### src/pfls_ram.sv
// Generic single-write, single-read RAM with registered read data.
// No dependencies.
module pfls_ram #(
	parameter int WIDTH = 8,
	parameter int DEPTH = 16
) (
	input  logic                     clk,
	input  logic                     we,
	input  logic [$clog2(DEPTH)-1:0] waddr,
	input  logic [WIDTH-1:0]         wdata,
	input  logic [$clog2(DEPTH)-1:0] raddr,
	output logic [WIDTH-1:0]         rdata
);
	logic [WIDTH-1:0] mem [DEPTH];

	always_ff @(posedge clk) begin
		if (we) begin
			mem[waddr] <= wdata;
		end
		rdata <= mem[raddr];
	end
endmodule

### config.mk
export PLATFORM = sky130hd
export DESIGN_NAME = pfls_ram
export DESIGN_NICKNAME = d
export VERILOG_FILES = /design/src/pfls_ram.sv
export SDC_FILE = /design/constraint.sdc
export NUM_CORES = 1
export LEC_CHECK = 0
export CAP_MARGIN = 10
export CORE_MARGIN = 2
export CORE_UTILIZATION = 55
export CTS_CLUSTER_SIZE = 30
export DETAILED_ROUTE_END_ITERATION = 8
export DONT_BUFFER_PORTS = 1
export PLACE_DENSITY = 0.75
export SLEW_MARGIN = 30
export SYNTH_ARGS = -nofsm -noshare
export SYNTH_HDL_FRONTEND = slang
export SYNTH_SLANG_ARGS = --single-unit
### constraint.sdc
create_clock -name clk -period 1.71 [get_ports clk]
set_input_delay 0.342 -clock clk [delete_from_list [all_inputs] [get_ports clk]]
set_output_delay 0.342 -clock clk [all_outputs]
set_load 0.02 [all_outputs]
==> run summary <==
DIE AREA = 10100 um^2
Post-CTS Setup Bufs = 0
# clock sinks = 136
Internal power = 6060 uW
Net count, final = 281
Via count = 2352
CP Launch Point = mem[3][1]
Vias in the first global route = 2435
Critical path's largest stage delay = 0.51 ns
Starting DRT DRC Count = 197
Core ar. = 9150 um^2
H-tree depth = 4
F_max = 700 MHz
Max IR drop VDD = 0.806 mV
Synth Area per Inst = 22.5 um^2
WP buf/inv = 0
Cell breakdown of the critical path = mux4_1 > a22oi_1 > nand2_1
Final WL = 9620 um
Post-DP HPWL = 6000 um
CP required = 2.11 ns
Root Driver = clkbuf_8
GPL Wtd Cong = 0.791
Largest net degree at the start of global routing = 33
DRC = 0
Fillers = 576
Layout cells sized above 1 = 24.3%
Die height = 101 um
Sequential group share of total power = 50.2%
Clock tree buffer depth = 2
Design Area, Final = 5990 um^2
# diodes = 0
Min cycle time layout = 1.43 ns
Register Area = 4000 um^2
Max cap viols = 0
Syn_nets = 247
Placement Cell Area = 5330 um^2
DR vias/cell = 6.08
First-pass GRT wire length = 14700 um
Cells after Synth = 229
Worst setup SP type = flop
Crit path max-delay family = multiplexers
Initial DRT Pass Iterations = 4
Setup violations, final = 0
Reg2Reg Launch Point = mem[3][1]
RSZ-0062 raised after global routing = no
Clk slew on worst S/H paths = 0.06 ns
Clock Power Share = 46.4%
Total grt overflow = 0
I/O Pins = 26
Register bit total from synthesis = 136
Sequential area share after synthesis = 77.8%
Initial antenna violation count = 0
Sw frac = 19.7%
Drt wl/cell = 24.9 um
Worst Skew = 0.00619 ns
Cell area power density = 1260 nW/um^2
Crit path depth = 3
Starting density of the core = 56.2%
Top cells by area, synth = edfxtp_1 75%, mux4_2 7.9%, mux4_1 7.1%
IO Port Bufs = 0
Fin worst setup slack = 0.282 ns
Synth Warn # = 0
CP max-delay cell = mux4_1
Fin util = 65.4%
CP arrival = 1.83 ns
Area delta synth->final = 16.3%
Multi-input gate area = 1060 um^2
CP Capture Point = rdata[1]
Setup TNS = 0 ns
Post-CTS sizing = 0
Final hold violations = 0
Hold Path Class = in2reg
Period utilization = 83.5%
Sw Pwr = 1490 uW
Post-synth top area share = 74.7%
Leakage = 0.00200 uW
CTS tree = done
Hold_buf cts = 8
CTS buffer count = 17
Final antenna-violating net count = 0
Area leader, netlist = edfxtp_1
GRT Total Usage = 21.6%
# rows = 35
Max Slew Vio Count = 0
CP max FO = 1
Worst slack at placement = 0.224 ns
Reg2reg end = rdata[1]
Worst-Margin Slew = 0.623 ns
Die span in x = 101 um
Critical path type = reg2reg
Distinct cells, synth = 19
Worst reg2reg setup slack = 0.28 ns
Synthesized area = 5150 um^2
Slew margin rel. = 58.3%
Skew-Pair Late Insertion Delay = 0.53 ns
Status = finished, final reports clean
Crit path capture type = flop
Path depth of the worst reg2reg path = 3
Fraction of power consumed by combinational cells = 3.4%
## metrics by stage
| stage | std cells | hold slack, ns | total power [uW] |
|---|---|---|---|
| final | 387 | 0.117 | 7540 |
| after CTS | 387 | 0.0901 | 7590 |
| after global placement | 347 | 0.442 | 4050 |
| after floorplan | 229 | 0.441 | 4030 |
| after global routing | 387 | 0.132 | 7770 |
| after detailed placement | 347 | 0.441 | 4060 |
## power by group through the flow
| stage | Combinational [uW] | Clock [uW] | Sequential, uW |
|---|---|---|---|
| 3_3_place_gp | 199 | 0 | 3850 |
| 2_1_floorplan | 189 | 0 | 3840 |
| 3_5_place_dp | 203 | 0 | 3850 |
| 6_report | 259 | 3500 | 3780 |
| 4_1_cts | 262 | 3540 | 3790 |
| 5_1_grt | 284 | 3700 | 3790 |
## worst min-delay path, stage by stage
cell and delay [ns]:
mux4_1 0.12, a22oi_1 0.08, nand2_1 0.06
## per-layer routing
| metal | part of all wire (%) | up-vias | wire, um | track usage, % |
|---|---|---|---|---|
| li1 | - | 1047 | - | - |
| met1 | 42 | 1209 | 4060 | 30.3 |
| met2 | 50 | 87 | 4800 | 32.4 |
| met3 | 6.4 | 9 | 619 | 5.69 |
| met4 | 1.4 | 0 | 133 | 9.69 |
| met5 | 0 | - | 0 | 0 |
## layout by cell type (no fill, tap or decap), types with 3 or more instances in the layout
master,instances
a22oi_1,16
buf_4,17
bufinv_16,3
clkbuf_16,16
clkinv_2,6
clkinv_4,3
dfxtp_1,8
dlygate4sd3_1,8
edfxtp_1,128
mux4_1,14
mux4_2,18
nand2_1,9
nor2_1,13
nor3_1,3
## cells in the mapped netlist
library cell and number:
edfxtp_1 128, mux4_2 18, a22oi_1 16, mux4_1 14, nor2_1 13, nand2_1 9
dfxtp_1 8, nor3_1 4, buf_2 3, buf_6 3, clkdlybuf4s25_2 3, nand2b_1 2
nand3b_1 2, and2_1 1, and2b_1 1, buf_4 1, nand3_1 1, nor2b_1 1
or3b_2 1
## final cells by class
class	instances	share of cell area [%]
sequential	136	66.9
multi-input combinational	83	17.7
timing repair buffer	25	3.47
clock buffer	18	6.98
tap	111	2.32
clock inverter	14	2.63
## how the worst min path moves through the flow
| stage | end | slack [ns] | cells past startpoint | start |
|---|---|---|---|---|
| after detailed placement | mem[12][2] | 0.44 | 0 | wdata[2] |
| final | rdata[5] | 0.12 | 3 | raddr[1] |
| after floorplan | mem[0][0] | 0.44 | 0 | wdata[0] |
| after CTS | rdata[5] | 0.09 | 3 | raddr[1] |
| after global placement | mem[7][1] | 0.44 | 0 | wdata[1] |
| after global routing | rdata[0] | 0.13 | 3 | raddr[1] |
## sequential cells by signal (all words and copies together) (netlist names)
register / flops
mem: 128
rdata: 8
## kinds of logic (layout without fill, tap and decap cells)
logic type,after synthesis,in the layout,synth area share (%)
flip-flops,136,136,77.8
multiplexers,32,32,15.0
AO/OA/AOI/OAI,16,16,2.33
AND/OR/NAND/NOR,35,35,3.18
buffers and inverters,10,57,1.68
No activity file was read; power rests on OpenSTA's default activity.
